`src/design/stnm_root.sv`:
```
// Bit-serial floor square root: two radicand bits per result bit; a start while busy restarts it.
module stnm_root #(
    parameter int SQ_BITS = 22,
    parameter int RW      = SQ_BITS / 2
) (
    input  logic               i_clk,
    input  logic               i_rst_n,
    input  logic               i_start,
    input  logic [SQ_BITS-1:0] i_value,
    output logic               o_busy,
    output logic               o_done,
    output logic [RW-1:0]      o_root
);
    localparam int CW = $clog2(RW + 1);
    logic [SQ_BITS-1:0] r_rem;
    logic [SQ_BITS-1:0] r_res;
    logic [SQ_BITS-1:0] r_bit;
    logic [CW-1:0]      r_cnt;
    logic               r_busy;
    logic               r_done;
    logic [SQ_BITS-1:0] n_trial;

    assign n_trial = r_res + r_bit;

    always_ff @(posedge i_clk) begin
        if (!i_rst_n) begin
            r_busy <= 1'b0;
            r_done <= 1'b0;
            r_cnt  <= '0;
        end else begin
            r_done <= 1'b0;
            if (i_start) begin
                r_busy <= 1'b1;
                r_cnt  <= CW'(RW);
            end else if (r_busy) begin
                r_cnt <= r_cnt - 1'b1;
                if (r_cnt == CW'(1)) begin
                    r_busy <= 1'b0;
                    r_done <= 1'b1;
                end
            end
        end
    end

    always_ff @(posedge i_clk) begin
        if (i_start) begin
            r_rem <= i_value;
            r_res <= '0;
            r_bit <= SQ_BITS'(1) << (2 * (RW - 1));
        end else if (r_busy) begin
            if (r_rem >= n_trial) begin
                r_rem <= r_rem - n_trial;
                r_res <= (r_res >> 1) + r_bit;
            end else begin
                r_res <= r_res >> 1;
            end
            r_bit <= r_bit >> 2;
        end
    end

    assign o_busy = r_busy;
    assign o_done = r_done;
    assign o_root = r_res[RW-1:0];
endmodule

```
`config.mk`:
```
export PLATFORM = sky130hd
export DESIGN_NAME = stnm_root
export DESIGN_NICKNAME = d
export VERILOG_FILES = /design/src/design/stnm_root.sv
export SDC_FILE = /design/constraint.sdc
export NUM_CORES = 1
export LEC_CHECK = 0
export ABC_AREA = 1
export BUFFER_PORTS_ARGS = -buffer_cell sky130_fd_sc_hd__buf_2
export CAP_MARGIN = 0
export CORE_AREA = 3 3 114 116
export DETAILED_ROUTE_END_ITERATION = 10
export DIE_AREA = 0 0 117 119
export PLACE_DENSITY_LB_ADDON = 0.2
export SLEW_MARGIN = 20
export SYNTH_ARGS = -nofsm -noshare
export SYNTH_HDL_FRONTEND = slang
export SYNTH_SLANG_ARGS = --single-unit
```
`constraint.sdc`:
```
create_clock -name i_clk -period 5.9 [get_ports i_clk]
set_input_delay 1.18 -clock i_clk [delete_from_list [all_inputs] [get_ports i_clk]]
set_output_delay 1.18 -clock i_clk [all_outputs]
set_load 0.03 [all_outputs]
```
==> qor.yml <==
synth_top_cell_area_share: 0.194
synth_xor_xnor_area_share: 0.0367
firstDrtPassIters: 5
instances_no_fill: 1108
overflow: 0
nFillCells: 1244
status: "completed"
fin_setup_tns_ns: 0
r2r_slack_ns: 2.04
arrival_ns: 3.87
final_period_minus_worst_setup_slack_ns: 3.86
die_w_um: 117
worstMarginPinSlew_ns: 0.799
synth_simple_gate_area_share: 0.390
initial_utilization: 0.496
vias: 5954
synth_nets: 1009
path_clk_slew_ns: 0.05
core_area_um2: 12000
cts_buffer_depth: 2
synthCells: 935
multi_input_area_um2: 3860
finClkSkew_ns: 0.00598
grtUsageTotal: 0.242
relSlewSlack: 0.467
hold_start: "r_cnt[3]$_SDFFE_PN0P_"
postCtsSetupBuffers: 0
yosys.area.top_type: "nand2_1"
cts_buffers: 9
die-area_um2: 13900
cts_tree: "done"
synth_warnings: 0
drive_above_1_share: 0.0937
ys_seq_area_frac: 0.242
ys_async_sr_fraction: 0
dpl.hpwl_mm: 12.6
end_kind: "register"
ctsHoldBuffers: 0
hold_depth: 2
htree_levels: 3
clock_latency_ns: 0.34
drc: 0
ios: 38
diodes: 0
switchingPower_uw: 1450
slew_viol_final: 0
ctsResizeCount: 0
startpoint_type: "register"
worstHoldEndpoint: "r_cnt[3]$_SDFFE_PN0P_"
seq_area_um2: 1440
drv_cap: 0
crit_type: "register to register"
ys_ff_latch: 61
synth_top_family_by_area: "simple AND/OR/NAND/NOR gates"
hold_class: "register to register"
hold_viol: 0
grt_pass1_vias: 5573
synth_fa_ha_area_frac: 0.104
synth_commonest_cells: "nand2_1, inv_1, nand3_1"
crit_fanout: 22
setup_viol: 0
cts.sinks: 61
p_comb_frac: 0.592
syn_area_um2: 5960
wire_per_inst_um: 14.6
routed_wl_mm: 16.2
rsz0062_at_grt: "false"
stdcell_area_um2: 6470
fmax_mhz: 259
reg2reg_to: "r_rem[17]$_DFFE_PP_"
portBuffers: 37
cp.required_ns: 5.91
cts-root-buf: "clkbuf_16"
place_congestion: 1.06
p_per_area_nw_per_um2: 462
p_sw_frac: 0.487
fin_ws_ns: 2.04
fin_nets: 1031
yosys-mux-area-fraction: 0
die_y_um: 119
syn_area_per_cell_um2: 6.38
period_share: 0.655
p_seq_frac: 0.232
dp_slack_ns: 2.09
drtIter0Drc: 324
intPower_uw: 1530
post-route-util: 0.539
synth_cell_types: 49
critPathLaunch: "r_res[2]$_SDFFE_PP0P_"
antenna_found_initial: 0
clkPwrFrac: 0.177
r2r_cells: 17
grt_pass1_wl_mm: 26.7
synth.area.top_cells: "nand2_1, dfxtp_1, edfxtp_1"
post-synth-top-count-cell: "nand2_1"
dp.cells: 1093
rr_startpoint: "r_res[2]$_SDFFE_PP0P_"
detail-route-antenna-nets: 0
rows: 40
leakage_uw: 0.00313
synth_edf_count: 22
grt_max_degree: 32
avgViaCountPerCell: 5.37
synth_compound_area_frac: 0.115
area_growth_pct: 8.48
peakVddDrop_v: 0.000256
dpl-instance-area_um2: 6170
synth_ff_type: "dfxtp_1"
-- routing by layer --
layer / wire (um) / share of wire / up-vias / track usage
met2: 7640 / 0.47 / 148 / 0.399
met1: 7430 / 0.46 / 2688 / 0.318
met5: 0 / 0 / - / 0
li1: - / - / 3087 / -
met4: 387 / 0.024 / 0 / 0.0796
met3: 699 / 0.043 / 31 / 0.0437
-- power groups by stage --
stage,Clock (uW),Sequential [uW],Combinational (uW)
2_1_floorplan,0,663,1450
3_3_place_gp,0,699,1740
3_5_place_dp,0,699,1740
4_1_cts,535,691,1760
5_1_grt,551,709,2000
6_report,527,692,1770
-- worst max-delay path, cell delays in order, from the launching register on --
cell and delay [ns]:
dfxtp_1 0.37, ha_1 0.38, nand2_1 0.08, o21bai_1 0.38
nand3_1 0.12, nand2_1 0.19, a21oi_1 0.12, xor2_1 0.18
ha_1 0.41, nand2_1 0.12, nor2_2 0.13, inv_1 0.04
nor2_1 0.09, nand2_1 0.07, nand2_2 0.13, nand2_4 0.17
a31oi_2 0.18, buf_4 0.31
-- cells by family (layout without fill, tap and decap cells) --
group,count (synthesis),after routing
AND/OR/NAND/NOR,519,519
buffers and inverters,158,184
AO/OA/AOI/OAI,123,123
flip-flops,61,61
adder cells (fa/ha/maj),49,49
XOR/XNOR,25,25
-- through the flow --
step | hold slack (ns) | total power, uW
floorplan | 0.445 | 2120
global placement | 0.461 | 2430
detailed placement | 0.466 | 2440
CTS | 0.475 | 2990
global route | 0.514 | 3260
finish | 0.467 | 2990
-- registers in the layout, indices dropped and copies added, names as in the netlist --
register	count
o_busy	1
o_done	1
r_rem	22
r_bit	11
r_res	22
r_cnt	4
-- layout by cell type (no fill, tap or decap), types with 8 or more instances in the layout --
cell,Yosys,routed
edfxtp_1,22,22
nand4_1,14,14
nor3_1,13,13
xnor2_1,12,12
nand3_1,86,86
nor2_1,56,56
o21ai_0,31,31
inv_1,124,124
nand3b_1,8,8
o22ai_1,9,9
a21oi_1,43,43
clkbuf_16,0,10
nand3_2,9,9
o21ai_1,15,15
buf_2,4,37
nand2_1,308,308
xor2_1,13,13
dfxtp_1,39,39
o21bai_1,10,10
ha_1,48,48
-- area by class of cell --
cell class / instances / area share
Multi-Input combinational cell: 716 / 0.596
Sequential cell: 61 / 0.223
Inverter: 129 / 0.0749
Clock buffer: 12 / 0.0429
Timing Repair Buffer: 40 / 0.0321
Tap cell: 147 / 0.0284
Clock inverter: 3 / 0.00251
-- worst max-delay path by stage --
stage / end / slack (ns)
floorplan: r_rem[0]$_DFFE_PP_ / 1.57
global placement: r_rem[18]$_DFFE_PP_ / 2.08
detailed placement: r_rem[18]$_DFFE_PP_ / 2.09
CTS: r_rem[18]$_DFFE_PP_ / 2.06
global route: r_rem[18]$_DFFE_PP_ / 1.73
finish: r_rem[17]$_DFFE_PP_ / 2.04
Note: power is estimated with default switching activity, not from simulation.
