--- src/design/stnm_pkg.sv ---
package stnm_pkg;
    localparam int unsigned CHANNELS  = 4;
    localparam int unsigned OP_BITS   = 3;
    localparam int unsigned SLOT_BITS = 5;
    localparam int unsigned TAG_BITS  = 16;
    localparam int unsigned DIST_BITS = 11;

    typedef enum logic [OP_BITS-1:0] {
        OP_STORE          = 3'd0,
        OP_CLASSIFY       = 3'd1,
        OP_PEAK_START     = 3'd2,
        OP_PEAK_SAMPLE    = 3'd3,
        OP_STORE_PEAKS    = 3'd4,
        OP_CLASSIFY_PEAKS = 3'd5
    } t_op;
endpackage

--- src/design/stnm_cell.sv ---
// One table entry. Holds a template and its label; in each cycle it takes the
// query and the running best from the left neighbor, compares its own square
// sum and hands the updated best to the right.
module stnm_cell import stnm_pkg::*; #(
    parameter int SAMPLE_BITS = 10,
    parameter int SQ_BITS     = 2 * SAMPLE_BITS + 2,
    parameter logic [SLOT_BITS-1:0] INDEX = '0
) (
    input  logic                          i_clk,
    input  logic                          i_rst_n,
    input  logic                          i_wr,
    input  logic [CHANNELS*SAMPLE_BITS-1:0] i_wr_vec,
    input  logic [TAG_BITS-1:0]           i_wr_tag,
    input  logic                          i_valid,
    input  logic                          i_scan,
    input  logic [CHANNELS*SAMPLE_BITS-1:0] i_query,
    input  logic                          i_first,
    input  logic [SQ_BITS-1:0]            i_best,
    input  logic [SLOT_BITS-1:0]          i_slot,
    input  logic [TAG_BITS-1:0]           i_tag,
    output logic                          o_valid,
    output logic [CHANNELS*SAMPLE_BITS-1:0] o_query,
    output logic [SQ_BITS-1:0]            o_best,
    output logic [SLOT_BITS-1:0]          o_slot,
    output logic [TAG_BITS-1:0]           o_tag
);
    logic [CHANNELS*SAMPLE_BITS-1:0] r_vec;
    logic [TAG_BITS-1:0]             r_tag;
    logic                            r_valid;
    logic [CHANNELS*SAMPLE_BITS-1:0] r_query;
    logic [SQ_BITS-1:0]              r_best;
    logic [SLOT_BITS-1:0]            r_slot;
    logic [TAG_BITS-1:0]             r_otag;
    logic [SQ_BITS-1:0]              n_sum;
    logic                            n_take;

    // In the first pass the running best is the smallest square sum so far.
    // In the second pass it starts as the bound below which a sum floors to
    // the winning root; the first cell under it takes the match and passes on
    // zero so that no later cell can take it again.
    always_comb begin
        logic [SAMPLE_BITS-1:0] a, b, d;
        n_sum = '0;
        for (int c = 0; c < CHANNELS; c++) begin
            a = i_query[c*SAMPLE_BITS +: SAMPLE_BITS];
            b = r_vec[c*SAMPLE_BITS +: SAMPLE_BITS];
            d = (a > b) ? a - b : b - a;
            n_sum = n_sum + SQ_BITS'(d * d);
        end
        n_take = (i_first && !i_scan) || (n_sum < i_best);
    end

    always_ff @(posedge i_clk) begin
        if (!i_rst_n) begin
            r_vec   <= '0;
            r_tag   <= '0;
            r_valid <= 1'b0;
        end else begin
            if (i_wr) begin
                r_vec <= i_wr_vec;
                r_tag <= i_wr_tag;
            end
            r_valid <= i_valid;
        end
    end

    always_ff @(posedge i_clk) begin
        r_query <= i_query;
        r_best  <= n_take ? (i_scan ? '0 : n_sum) : i_best;
        r_slot  <= n_take ? INDEX : i_slot;
        r_otag  <= n_take ? r_tag : i_tag;
    end

    assign o_valid = r_valid;
    assign o_query = r_query;
    assign o_best  = r_best;
    assign o_slot  = r_slot;
    assign o_tag   = r_otag;
endmodule

--- config.mk ---
export PLATFORM = sky130hd
export DESIGN_NAME = stnm_cell
export DESIGN_NICKNAME = d
export VERILOG_FILES = /design/src/design/stnm_pkg.sv /design/src/design/stnm_cell.sv
export SDC_FILE = /design/constraint.sdc
export NUM_CORES = 1
export LEC_CHECK = 0
export BUFFER_PORTS_ARGS = -buffer_cell sky130_fd_sc_hd__buf_4
export CAP_MARGIN = 20
export CORE_MARGIN = 2
export CORE_UTILIZATION = 35
export DETAILED_ROUTE_END_ITERATION = 10
export REMOVE_ABC_BUFFERS = 1
export SLEW_MARGIN = 30
export SYNTH_ARGS = -nofsm -noshare
export SYNTH_HDL_FRONTEND = slang
export SYNTH_SLANG_ARGS = --single-unit
--- constraint.sdc ---
create_clock -name i_clk -period 29.9 [get_ports i_clk]
set_clock_uncertainty 0.15 [all_clocks]
set_input_delay 8.97 -clock i_clk [delete_from_list [all_inputs] [get_ports i_clk]]
set_output_delay 8.97 -clock i_clk [all_outputs]
set_load 0.05 [all_outputs]
==> metrics list, run 1 <==
- Data on the critical path is required at its endpoint by 30.12 ns.
- The clock reaches the later pin of the worst-skew pair after 0.49 ns.
* Final RePlAce weighted congestion: 0.876
* Die Ht: 245 um
- Worst Tran Pin Value: 0.971 ns
- Post-route antenna net violation count: 0
- Slowest stage cell on the critical path: xor2_1
* First-pass GRT wire length: just over 80 mm
* WL final: between 50 and 60 mm
* Post-synth EDFFs: 0
- Total number of placement rows: 88
* Core ar.: 0.0576 mm^2
* Slew Limit Headroom: 35.3%
* Crit path arrival time: 20.45 ns
- Dividing the final minimum period by the clock period gives about two thirds.
- Post-CTS repair changed the size of 0 cells.
- Remaining routing DRC violations: 0
* FF-to-FF Start: r_vec[0]$_SDFFE_PN0P_
- Launch instance of the worst min-delay path: r_tag[14]$_SDFFE_PN0P_
* Final critical-path required period: 20.23 ns
- Dividing the detail-routed via count by the number of cells gives about 4.7.
- Area share of fa/ha/maj cells after synthesis: between 40 and 50%
- Dominant combinational cell family by area after synthesis: adder cells
- Setup violations remaining at the end of the flow were counted as 0.
* Count of antenna diodes in the layout: 0
* Layout net count: 3098
* Share of synthesized flip-flops with an asynchronous set or reset: 0%
- Synth area leader: fa_1
* Beginning of the critical path: i_query[0]
- Crit path largest cell delay: 0.72 ns
* Multiplexer fraction of the synthesized cell area: 5.30%
* Number of sinks driven by the clock tree: 140
- Area enclosed by the die boundary: roughly 0.060 mm^2
- For the final routed database, the setup TNS stands at 0 ns.
- TritonCTS built the clock tree.
- Across all layers, the routed design uses 15100 vias.
- The number of antenna violations at the first check in global routing was 0.
- STA classifies the critical path endpoint as a flop.
- Along the worst path, the maximum fanout reaches 42.
- Final Hold Slack: 0.323 ns
- Die extent in x: ~250 um
* Primary FF master, synth: dfxtp_1
* Remaining global-route overflow: 0
* Achievable clock frequency: 49.4 MHz
- Number of detailed-routing iterations run before antenna repair: 5
- After Yosys synthesis, and, or, nand and nor cells account for 12.1% of the synthesized area.
* Worst hold path type: flop to flop
- Total global routing track utilization: between 15 and 20%
- CTS max path bufs: 2
* Number of buffers added for setup after CTS: 0
- Synthesized netlist cell count: ~2200
- Post-Synthesis Cell Area: 0.0204 mm^2
* Ratio of cells with drive above 1 in the final layout: 15.6%
- Fin. Hold Viols: 0
- The most numerous cell type found on the critical path is fa_1.
- Largest net degree at the start of global routing: 58
- Max-cap violations: 0
* IO buf count: 228
* Total placed cells including tap cells: 3153
* Number of distinct library cells after synthesis: 90
* Synth top area share: 30.2%
* Clock input transition at the sequential cells of the worst setup and hold paths: around 0.07 ns
- Number of buffers inserted by hold repair at cts: 0
* Number of synthesized register bits: 140
- Unrepaired setup endpoints after global routing: false
* Final instance count without filler cells: 3185
- The worst setup path is of the input pin to flop kind.
* Number of pins with negative max-slew slack in the final report: 0
- Of the synthesized area, sequential elements account for between 10% and 20%.
* Area growth syn-to-layout: 15.1%
- Deepest level of the CTS H-tree: 4
* Total CTS buffers: 17
- After Yosys synthesis, XOR and XNOR cells account for 2.14% of the synthesized area.
- The first routing iteration left 695 violations.
- STA classifies the critical path startpoint as an input pin.
- Number of global-route vias before repair: between 15000 and 20000
- Routed length per placed instance: 15.7 um
- Once the floorplan was initialized, standard cells occupied 35.4% of the core.
* Clock root cell: clkbuf_16
- By area the synthesized netlist is led by fa_1 30%, ha_1 15%, dfxtp_1 14%.
* Mean instance size in the synthesized netlist: 9.18 um^2
- Total number of yosys warnings: 0
- Sum of net half-perimeters after detailed placement: 42.4 mm
- The flow ran to the end, and the final reports show no timing, DRC or antenna violations.
* Compound-Gate Fraction of Synth Area: 10.0%
- ~230 I/O pins were placed.
[metrics by stage]
stage	cell area (um^2)	utilization [%]	worst slack [ns]
2_1_floorplan	20000	-	9.60
3_3_place_gp	22800	39.6	9.38
3_5_place_dp	22800	39.6	9.21
4_1_cts	23400	40.7	9.73
5_1_grt	23400	40.7	8.97
6_report	23400	40.7	9.67
[registers in the layout (all words and copies together) (netlist names)]
name	flops
r_tag	16
o_best	22
r_vec	40
o_tag	16
o_query	40
o_slot	5
o_valid	1
[synth_stat cells, types with 6 or more instances]
master / number
a21o_1: 39
a21oi_1: 76
a22o_1: 12
a31oi_1: 7
and2_1: 19
and3_1: 6
buf_2: 32
clkbuf_1: 31
dfxtp_1: 140
fa_1: 307
ha_1: 239
inv_1: 534
mux2_2: 22
mux2i_1: 83
nand2_1: 36
nand2b_1: 27
nand3_1: 15
nand4_1: 14
nor2_1: 185
nor2b_1: 76
nor3_1: 12
o211ai_1: 13
o21a_1: 24
o21ai_0: 36
o21bai_1: 7
o22ai_1: 6
o31a_1: 7
or2_1: 7
or2_2: 40
or3_1: 11
xnor2_1: 33
xor2_1: 15
[metal layers]
layer,up-vias,global-route usage (%),wire length (um),part of all wire (%)
met5,-,0,0,0
met4,0,5.90,1040,2.1
met3,48,2.22,1900,3.8
met2,313,30.1,24700,49
met1,7444,22.2,22400,45
li1,7301,-,-,-
[path summary, 6_finish.rpt]
| kind | cells after the start | end | slack, ns |
|---|---|---|---|
| setup / recovery | 42 | o_tag[11]$_DFF_P_ | 9.67 |
| hold / removal | 1 | o_tag[14]$_DFF_P_ | 0.32 |
| setup reg to reg | 40 | o_tag[11]$_DFF_P_ | 17.95 |
| hold reg to reg | 1 | o_tag[14]$_DFF_P_ | 0.32 |
[kinds of logic after synthesis]
logic type	count (synthesis)
flops	140
xor+xnor	49
fa+ha+maj	546
compound gates	290
buf+inv	614
mux	105
simple gates	475
[placed cells by master (no fill, tap or decap), types with 5 or more instances in the layout]
cell and n:
inv_1 534, fa_1 307, buf_4 248, ha_1 239, nor2_1 184, dfxtp_1 140
mux2i_1 82, nor2b_1 76, a21oi_1 75, or2_2 40, a21o_1 39, nand2_1 36
o21ai_0 36, xnor2_1 31, nand2b_1 27, o21a_1 24, mux2_2 22, and2_1 19
clkbuf_16 17, nand3_1 15, nand4_1 14, xor2_1 14, o211ai_1 13, nor3_1 12
a22o_1 12, or3_1 11, a31oi_1 7, o31a_1 7, o21bai_1 7, or2_1 7
and3_1 6, o22ai_1 6, o31ai_1 5, a221oi_1 5, inv_6 5
[final cells by class]
class,count,area [um^2]
inverters,535,2010
clock buffers,17,425
multi-input cells,1465,15200
well taps,765,957
fillers,5745,34100
flip-flops and latches,140,2800
clock inverters,15,195
repair buffers,248,1860
[worst max-delay path: cells and delay by family]
family          cells  cell delay (ns)
simple gates        3             0.48
mux                 2             0.58
fa+ha+maj          12             5.31
xor+xnor            1             0.72
buf+inv            10             0.90
compound gates     14             3.44
Power of run 1 is left out: the tool's default activity adds up to more than one toggle a clock period on the data nets, which glitch-free logic cannot reach.
==> run 2, diff against run 1 <==
==> constraint.sdc (replaced) <==
create_clock -name i_clk -period 20.5 [get_ports i_clk]
set_clock_uncertainty 0.15 [all_clocks]
set_input_delay 6.15 -clock i_clk [delete_from_list [all_inputs] [get_ports i_clk]]
set_output_delay 6.15 -clock i_clk [all_outputs]
set_load 0.05 [all_outputs]
==> run 2 against run 1 <==
- wire length grew 0.94%
- register-to-register slack lost 9.5 ns
- critical path type unchanged
- critical endpoint unchanged
- highest routed layer unchanged
- first-iteration DRC count shrank 14%
- final area is essentially flat
- non-clock buffer count is the same
- sequential cell count is the same
- worst hold slack gained 0.018 ns
- sequential share of layout area is essentially flat
==> metrics list, run 2 (synthesis results as in run 1) <==
- Outcome: finished clean
- Layout net count: 3098
- Source-to-sink clock delay at the later pin of the worst-skew pair: roughly 0.49 ns
* Kind of start point of the critical path: input pin
* Most common library cell in the layout ignoring fill and taps: inv_1
- For this configuration, the core starts out at a cell density of 35.4%.
- Number of buffers inserted by hold repair at cts: 0
* Kind of critical path: input pin to flop
* Violation count after the first detailed-route iteration: 597
- In the routed design, unresolved DRC markers number 0.
- Worst hold path type: flop to flop
- Crit-path most repeated cell: fa_1
* Maximum fanout along the worst path: 42
- Static timing analysis puts the maximum clock frequency at 57.1 MHz.
- Clock-pin slew was measured on the worst setup and hold paths at 0.07 ns.
- In this run the clock root is driven by a clkbuf_16.
- The count of endpoints failing hold in the final timing report was 0.
- Worst Tran Pin Value: between 0.9 and 1 ns
- Cells with a size suffix above 1 make up 15.6% of the layout.
* Slowest stage cell on the critical path: xor2_1
- The tool flagged a number of max-cap violations equal to 0.
* Crit path arrival time: 17.73 ns
* Crit path largest cell delay: 0.74 ns
* Routed length per placed instance: 15.9 um
- In this run the deepest clock path goes through 2 buffers.
* Number of buffers added for setup after CTS: 0
* Area growth syn-to-layout: 15.1%
* Slew Limit Headroom: 38.0%
* Die extent in x: 245 um
- The detail route stage leaves a number of antenna-violating nets equal to 0.
* Sum of net half-perimeters after detailed placement: 42.6 mm
* Deepest level of the CTS H-tree: 4
- IO buf count: approximately 230
- Largest net degree at the start of global routing: 58
* Ratio of final minimum period to clock period: 85.4%
* Top delay family on crit path: adder cells
- Die Ht: between 200 and 250 um
- In this run the standard cell core region covers approximately 0.058 mm^2.
- Total global routing track utilization: between 10% and 20%
- Number of global-route vias before repair: 16300
- Pin placement for this block handled approximately 230 I/O pins.
- Setup repair after global routing left no endpoint under its margin.
- First-pass GRT wire length: 82.5 mm
* Total CTS buffers: 17
- Total buffers and inverters traversed by the critical path: 10
- The library cells used most frequently in the layout, excluding fill and tap cells, are 534 x inv_1, 307 x fa_1, 248 x buf_4.
* Endpoint class of the critical path: flop
- Area enclosed by the die boundary: 0.0601 mm^2
- Critical path required time: 20.73 ns
- Final setup violating endpoints: 0
- WL final: between 50 and 60 mm
* Via count: 15100
- TritonCTS built the clock tree.
- For this run, the share of the core covered by cells in the final layout is 40.7%.
- The routed design could run at a clock period as short as roughly 18 ns.
- Number of antenna violations at the first check in global routing: 1
* Number of sinks driven by the clock tree: 140
- Count of antenna diodes in the layout: 0
- The first detailed-routing pass ran for 5 iterations.
* Number of pins with negative max-slew slack in the final report: 0
* Remaining global-route overflow: 0
- Number of resized instances in the post-cts repair step: 0
- Using the TritonRoute via totals, the vias-per-cell ratio works out to 4.75.
- Sum of negative setup slack: 0 ns
- Total number of placement rows: just under 90
- The congestion estimate from routability-driven global placement came to about 0.88.
## run 2: final timing paths
path / depth (start not counted) / slack [ns] / from / endpoint
worst max-delay path: 42 / 3.00 / i_query[0] / o_tag[11]$_DFF_P_
worst min-delay path: 1 / 0.34 / r_tag[4]$_SDFFE_PN0P_ / o_tag[4]$_DFF_P_
worst max register to register: 40 / 8.44 / r_vec[0]$_SDFFE_PN0P_ / o_tag[11]$_DFF_P_
worst min register to register: 1 / 0.34 / r_tag[4]$_SDFFE_PN0P_ / o_tag[4]$_DFF_P_
## run 2: metal layers
layer  track usage (%)  share of wire (%)
met5                 0                  0
met4              5.63                2.3
met3              3.03                3.8
met2              30.0                 49
met1              22.1                 45
## run 2: per-stage QoR
step	cells	cell area (um^2)	worst slack (ns)	hold WS, ns
after global placement	3153	22800	2.80	0.313
after detailed placement	3153	22800	2.62	0.322
after global routing	3185	23400	2.29	0.356
final	3185	23400	3.00	0.340
after floorplan	2140	20000	3.02	0.307
after CTS	3185	23400	3.13	0.340
## run 2: layout make-up
cell class / instances / area, um^2
sequential: 140 / 2800
inverter: 535 / 2010
clock inverter: 15 / 189
fill: 5752 / 34100
tap: 765 / 957
timing repair buffer: 248 / 1860
multi-input combinational: 1465 / 15200
clock buffer: 17 / 425
Power of run 2 is left out for the same reason.
==> run 3, diff against run 2 <==
--- a/config.mk
+++ b/config.mk
@@ -10,7 +10,6 @@
 export CORE_MARGIN = 2
 export CORE_UTILIZATION = 35
 export DETAILED_ROUTE_END_ITERATION = 10
-export REMOVE_ABC_BUFFERS = 1
 export SLEW_MARGIN = 30
 export SYNTH_ARGS = -nofsm -noshare
 export SYNTH_HDL_FRONTEND = slang
==> run 3 against run 2 <==
- maximum frequency rose by 1.1%
- final area did not move
- critical endpoint is now o_tag[5]$_DFF_P_
- global-route usage down 0.48 points
- die area is the same
- via count is essentially flat
==> metrics list, run 3 (synthesis results as in run 1) <==
- Outcome: finished clean
* Area growth syn-to-layout: 15.1%
- Setup slack on the worst flop-to-flop path: 8.66 ns
- Derived from the worst setup path, the maximum achievable clock frequency is 57.8 MHz.
* Slew Limit Headroom: 39.2%
* Remaining routing DRC violations: 0
- Sum of negative setup slack: 0 ns
- Total buffers and inverters traversed by the critical path: 8
- Worst Tran Pin Value: 0.904 ns
* Endpoint of the worst hold path: o_tag[12]$_DFF_P_
- R2r endpoint: o_tag[5]$_DFF_P_
* Number of buffers inserted by hold repair at cts: 0
- Ratio of final minimum period to clock period: a little over four fifths
- In the routed layout, each cell is associated on average with a via count of roughly 4.7.
- STA classifies the critical path endpoint as a flop.
- In this design, the critical path's most frequently occurring cell is fa_1.
- For this run, the post-layout net count is 3103.
* Number of global-route vias before repair: roughly 16000
- In this run the cell area measured after placement is roughly 0.023 mm^2.
- The first global-routing pass estimated roughly 80 mm of wire.
- Number of resized instances in the post-cts repair step: 0
* Post-route antenna net violation count: 0
- Final setup violating endpoints: 0
* Number of buffers added for setup after CTS: 0
- CTS built an H-tree with a depth of 4.
- The count of endpoints failing hold in the final timing report is 0.
- Along the worst hold path, the cell count comes to 1.
- Clock tree synthesis selected as its root buffer the cell clkbuf_16.
* Crit path largest cell delay: 0.59 ns
* Unrepaired setup endpoints after global routing: false
- Counting along the longest clock path gives a buffer depth of 2.
- The die covers 0.0601 mm^2.
- In the layout the commonest cells are 534 x inv_1, 307 x fa_1, 253 x buf_4.
- TritonCTS clock tree: yes
- Total CTS buffers: 17
* R2R depth: 40
- Die extent in x: 245 um
- Mapped Nets: a little under 3000
* Starting density of the core: 35.4%
* IO buf count: 228
* Number of sinks driven by the clock tree: 140
- Clock input transition at the sequential cells of the worst setup and hold paths: 0.07 ns
- Count of antenna diodes in the layout: 0
- Slowest stage cell on the critical path: xor2_2
* Core ar.: roughly 0.058 mm^2
- Via count: around 15000
- Total number of placement rows: 88
- Dividing the detail-routed wire length by the instance count gives ~15 um.
- Along the worst path, the maximum fanout reaches 24.
* Ports placed on the boundary: approximately 230
* Number of antenna violations at the first check in global routing: 0
- Largest net degree at the start of global routing: slightly below 60
- Number of detailed-routing iterations run before antenna repair: 5
- Violation count after the first detailed-route iteration: roughly 610
- Crit path arrival time: around 18 ns
- Kind of start point of the critical path: input pin
- In the global route stage, overall resource usage came out at 17.0%.
- Summed over all nets, the half-perimeter wirelength after detailed placement is between 40 and 50 mm.
- In this run the critical register-to-register path is launched from r_vec[0]$_SDFFE_PN0P_.
* Number of pins with negative max-slew slack in the final report: 0
- WL final: 48.6 mm
- After routing the design area is 0.0234 mm^2.
- Leaving out fill and tap cells, the most frequent cell in the layout is inv_1.
* Source-to-sink clock delay at the later pin of the worst-skew pair: 0.47 ns
- The path class of the tightest hold or removal check is flop to flop.
- From bottom edge to top edge, the die measures 245 um.
- Final RePlAce weighted congestion: 0.896
- Fill count: about 5800
- Launch instance of the worst min-delay path: r_tag[12]$_SDFFE_PN0P_
- Ratio of cells with drive above 1 in the final layout: 15.6%
* Remaining global-route overflow: 0
* Top delay family on crit path: adder cells
- For the finished layout, the period the worst path requires is 17.30 ns.
- The tool flagged a number of max-cap violations equal to 0.
- Critical path required time: 20.71 ns
- Kind of critical path: input pin to flop
## run 3: cell count changes in the layout (fill, tap and decap cells not counted)
cell	previous run	this run
bufinv_16	2	1
clkinv_8	1	2
a21oi_2	2	1
inv_6	7	5
mux2i_2	1	0
mux2i_1	82	83
xnor2_2	3	1
a21oi_1	75	76
buf_4	248	253
xnor2_1	31	33
inv_8	3	4
clkinv_2	0	1
## run 3: area by class of cell
type / instances / area (um^2) / area share, %
sequential: 140 / 2800 / 12.0
multi-input combinational: 1465 / 15200 / 64.7
inverter: 535 / 2010 / 8.57
clock buffer: 17 / 425 / 1.81
clock inverter: 15 / 174 / 0.742
timing repair buffer: 253 / 1900 / 8.10
tap: 765 / 957 / 4.08
## run 3: worst max path at each step
stage	from	endpoint	slack [ns]	cells after the start
6_report	i_query[10]	o_tag[5]$_DFF_P_	3.20	39
5_1_grt	i_query[0]	o_tag[3]$_DFF_P_	2.54	42
4_1_cts	i_query[30]	o_tag[4]$_DFF_P_	3.09	40
3_5_place_dp	i_query[30]	o_tag[8]$_DFF_P_	2.57	40
3_3_place_gp	i_query[10]	o_tag[3]$_DFF_P_	2.73	37
2_1_floorplan	i_query[0]	o_tag[0]$_DFF_P_	4.19	42
## run 3: through the flow
stage | setup slack [ns] | cells | hold WS (ns) | util, %
after global routing | 2.54 | 3190 | 0.362 | 40.7
after floorplan | 4.19 | 2219 | 0.307 | -
after global placement | 2.73 | 3157 | 0.314 | 39.6
after detailed placement | 2.57 | 3157 | 0.325 | 39.6
after CTS | 3.09 | 3189 | 0.346 | 40.7
final | 3.20 | 3190 | 0.342 | 40.7
## run 3: per-layer routing
metal | share of wire [%] | global-route usage (%)
met5 | 0 | 0
met4 | 2.9 | 6.22
met3 | 3.8 | 2.94
met2 | 52 | 30.3
met1 | 42 | 20.3
Power of run 3 is left out for the same reason.
